===== src/rtl/perjl_pkg.sv =====
package perjl_pkg;

    localparam int TABLE_DEPTH = 128;
    localparam int IDX_W = $clog2(TABLE_DEPTH);
    localparam int CNT_W = $clog2(TABLE_DEPTH + 1);
    localparam logic [23:0] RTT_LIMIT_RESET = 24'd10000000;

    typedef enum logic [1:0] {
        OP_RECORD = 2'd0,
        OP_BEGIN  = 2'd1,
        OP_RESP   = 2'd2,
        OP_FINISH = 2'd3
    } opcode_t;

    typedef enum logic [2:0] {
        ST_OK       = 3'd0,
        ST_FULL     = 3'd1,
        ST_NONE     = 3'd2,
        ST_NOMATCH  = 3'd3,
        ST_RANGE    = 3'd4,
        ST_COMPLETE = 3'd5
    } status_t;

    typedef enum logic [3:0] {
        S_IDLE,
        S_RTT,
        S_SCAN,
        S_SCAN_CHK,
        S_FIN_DIV,
        S_COMPACT,
        S_COMPACT_CHK,
        S_OUT
    } state_t;

    typedef struct packed {
        logic            rd_en;
        logic [IDX_W-1:0] rd_addr;
        logic            wr_en;
        logic [IDX_W-1:0] wr_addr;
        logic [31:0]     wr_seq;
        logic [31:0]     wr_dst;
    } mem_ctl_t;

    typedef struct packed {
        logic        start;
        logic [63:0] num;
        logic [31:0] den;
    } div_req_t;

    typedef struct packed {
        logic        done;
        logic [63:0] quo;
    } div_rsp_t;

endpackage


===== src/rtl/perjl_div.sv =====
module perjl_div (
    input  logic                aclk,
    input  logic                aresetn,
    input  perjl_pkg::div_req_t req,
    output perjl_pkg::div_rsp_t rsp
);
    import perjl_pkg::*;

    logic [63:0] quo_reg, quo_next;
    logic [32:0] rem_reg, rem_next;
    logic [31:0] den_reg, den_next;
    logic [6:0]  cnt_reg, cnt_next;
    logic        busy_reg, busy_next;
    logic        done_reg, done_next;
    logic [33:0] trial;

    always_comb begin
        quo_next  = quo_reg;
        rem_next  = rem_reg;
        den_next  = den_reg;
        cnt_next  = cnt_reg;
        busy_next = busy_reg;
        done_next = 1'b0;
        trial     = {rem_reg, quo_reg[63]} - {2'b00, den_reg};
        if (req.start) begin
            quo_next  = req.num;
            rem_next  = '0;
            den_next  = req.den;
            cnt_next  = 7'd0;
            busy_next = 1'b1;
        end else if (busy_reg) begin
            if (!trial[33]) begin
                rem_next = trial[32:0];
                quo_next = {quo_reg[62:0], 1'b1};
            end else begin
                rem_next = {rem_reg[31:0], quo_reg[63]};
                quo_next = {quo_reg[62:0], 1'b0};
            end
            cnt_next = cnt_reg + 7'd1;
            if (cnt_reg == 7'd63) begin
                busy_next = 1'b0;
                done_next = 1'b1;
            end
        end
    end

    always_ff @(posedge aclk) begin
        if (!aresetn) begin
            busy_reg <= 1'b0;
            done_reg <= 1'b0;
        end else begin
            busy_reg <= busy_next;
            done_reg <= done_next;
        end
        quo_reg <= quo_next;
        rem_reg <= rem_next;
        den_reg <= den_next;
        cnt_reg <= cnt_next;
    end

    assign rsp.done = done_reg;
    assign rsp.quo  = quo_reg;
endmodule


===== config.mk =====
export PLATFORM = sky130hd
export DESIGN_NAME = perjl_div
export DESIGN_NICKNAME = d
export VERILOG_FILES = /design/src/rtl/perjl_pkg.sv /design/src/rtl/perjl_div.sv
export SDC_FILE = /design/constraint.sdc
export NUM_CORES = 1
export LEC_CHECK = 0
export BUFFER_PORTS_ARGS = -buffer_cell sky130_fd_sc_hd__buf_2
export CAP_MARGIN = 20
export CORE_MARGIN = 1
export CORE_UTILIZATION = 45
export CTS_CLUSTER_DIAMETER = 80
export DETAILED_ROUTE_END_ITERATION = 7
export GPL_ROUTABILITY_DRIVEN = 0
export PLACE_DENSITY = 0.68
export SLEW_MARGIN = 10
export SYNTH_ARGS = -nofsm -noshare
export SYNTH_HDL_FRONTEND = slang
export SYNTH_SLANG_ARGS = --single-unit

===== constraint.sdc =====
create_clock -name aclk -period 3.7 [get_ports aclk]
set_input_delay 0.555 -clock aclk [delete_from_list [all_inputs] [get_ports aclk]]
set_output_delay 0.555 -clock aclk [all_outputs]
set_load 0.05 [all_outputs]

==> impl_results.md <==
- GRT Util Overall: between 20% and 30%
- CP Class: reg2reg
- Post-Layout Cell Count: approximately 1100
- WL met2: between 8000 and 9000 um
- Leading register cell type out of synthesis: edfxtp_1
- Dpl ws: 0.497 ns
- DRC viols: 0
- Fmax: between 300 and 400 MHz
- Seq cells post-synth: ~140
- Layout area overhead: 21.3%
- TritonCTS Sinks: approximately 140
- Worst-skew pair later-pin latency: approximately 0.42 ns
- Data arrival, critical path: 3.55 ns
- Cts hold-fix bufs: 0
- Largest net degree at the start of global routing: between 70 and 80
- Commonest non-fill, non-tap cells in the layout: 162 x buf_2, 96 x edfxtp_1, 63 x mux2_2
- Chip Width: around 130 um
- Syn nets: 850
- Async SR Flop Fraction: 0%
- Global-route wire length before repair: 29600 um
- Sequential area share after synthesis: 47.9%
- Warnings, synthesis: 0
- Clk buf depth: 2
- CTS tree: done
- Net count, final: roughly 1000
- Port bufs: 163
- Final hold violation count: 0
- Post-CTS Setup Inserts: 0
- # resized after CTS: 0
- Final Critical Period: around 3.2 ns
- P per Cell Area: about 550 nW/um2
- Least-Margin Pin Slew: about 0.67 ns
- H-tree levels: 4
- Initial antenna violation count: 0
- Initial Utilization: 46.5%
- Drt pass-1 iters: 4
- Fin worst setup slack: 0.468 ns
- Finished Cell Area: about 9400 um2
- Hpwl dp: between 10000 and 15000 um
- HP Class: in2reg
- Crit path max fanout: 11
- Rows: 47
- GR Overflow Total: 0
- Max FFs per register: 64
- Layout cells sized above 1: between 30% and 40%
- Routed Antenna Nets: 0
- Placed instance count: around 1100
- RSZ-0062 raised after global routing: no
- Filler Cell Count: between 1000 and 1500
- I/O pin cnt: between 150 and 200
- Initial DRC Count: ~330
- Worst Setup End Kind: flip-flop
- Final Cycle Share: 87.4%
- Total wire length: ~18000 um
- Critical Path RT: ~4 ns
- Clock Pin Slew Worst Setup and Hold Paths: 0.06 ns
- Post-synth EDFFs: 96
- Max Clock Skew: ~0.014 ns
- Slew margin rel.: between 50% and 60%
- Yosys cell types: 70
- Vias in the first global route: 5937
- Final Max Tran Viols: 0
- Core Box Area: 16700 um2
- Die height: 133 um
- Met3 WL post-DR: between 1000 and 1500 um
- Maxcap violations: 0
- Setup_tns: 0 ns
- Die Footprint: 17800 um2
- Cell leakage power: between 3 and 4 nW
- DRT met1 WL: 8070 um
- Wire per inst: approximately 17 um
- Post-DP Area: slightly below 9000 um2
- DR vias: approximately 6100
- VDD IR-drop max: approximately 0.36 mV
- Post-Syn Area: around 7800 um2
- Top Metal Used: met4
- Commonest non-fill, non-tap cell in the layout: buf_2
- Post-Syn Instances: 717
- Status: complete, no violations
- CP Launch Type: flip-flop
- # setup viols final: 0
- Root Buffer: clkbuf_16
- Vias per inst: between 5 and 6
- Num CTS Buffers: 17
- Synthesized area per cell: ~11 um2
## cells by family (layout without fill, tap and decap cells)
group           Yosys count  after routing  share of synthesized area (%)
simple gates            184            184                           11.9
compound gates          182            182                           17.1
flops                   138            138                           47.9
buf+inv                  87            254                           5.02
mux                      68             68                           9.77
fa+ha+maj                34             34                           5.57
xor+xnor                 24             24                           2.71
other cells               0              1                              0
## stage by stage
stage	total power [W]	util [%]	hold slack [ns]
final	0.00518	56.5	0.302
after global routing	0.00542	56.4	0.281
after CTS	0.00522	56.4	0.285
after detailed placement	0.00335	52.6	0.482
after global placement	0.00334	52.6	0.468
after floorplan	0.00300	-	0.454
## where the power goes
part           switching, W  internal (W)
clock              0.000715       0.00114
sequential        0.0000903       0.00183
combinational      0.000896      0.000506
## path summary, 6_finish.rpt
path	depth (start not counted)	endpoint	from	slack, ns
worst min register to register	2	cnt_reg[6]	cnt_reg[6]	0.48
worst max-delay path	11	rem_reg[19]	den_reg[12]	0.47
worst max register to register	11	rem_reg[19]	den_reg[12]	0.47
worst min-delay path	1	den_reg[29]	req[29]	0.30
## synth_stat cells (6+ instances only)
master	count	area, um2
edfxtp_1	96	2880
mux2_2	63	709
nor2_1	60	225
dfxtp_1	42	841
inv_1	41	154
ha_1	33	413
nand3_1	31	155
o21ai_0	31	155
nand2_1	30	113
a21oi_1	29	145
a311oi_1	25	219
clkbuf_1	22	82.6
o21ai_1	17	85.1
xnor2_1	16	140
a21o_1	15	113
buf_2	12	60.1
nor3_1	11	55.1
buf_4	9	67.6
nand4_1	9	56.3
xor2_1	8	70.1
a211oi_1	7	52.6
o2111ai_1	7	61.3
and3_1	6	37.5
nand3b_1	6	45.0
## final cells by class
| class | instances | area (um2) | area share (%) |
|---|---|---|---|
| tap | 220 | 275 | 2.92 |
| inverter | 41 | 154 | 1.63 |
| antenna | 1 | 2.50 | 0.0265 |
| clock inverter | 15 | 209 | 2.22 |
| sequential | 138 | 3720 | 39.5 |
| timing repair buffer | 181 | 978 | 10.4 |
| clock buffer | 17 | 425 | 4.51 |
| multi-input combinational | 492 | 3660 | 38.8 |
## worst max-delay path, stage by stage, from the launching register on
cell,delay [ns]
edfxtp_1,0.33
inv_1,0.04
ha_1,0.40
a21oi_4,0.18
o221ai_2,0.12
a211oi_2,0.32
o21bai_2,0.14
o21a_4,0.25
o21a_1,0.32
buf_4,0.24
or4b_1,0.51
a311oi_1,0.26
## layer usage
layer,vias up,global-route usage [%]
met5,-,0
met4,0,6.12
met3,13,7.50
met2,179,35.3
met1,2868,26.1
li1,3030,-
No activity file was read; power rests on OpenSTA's default activity.
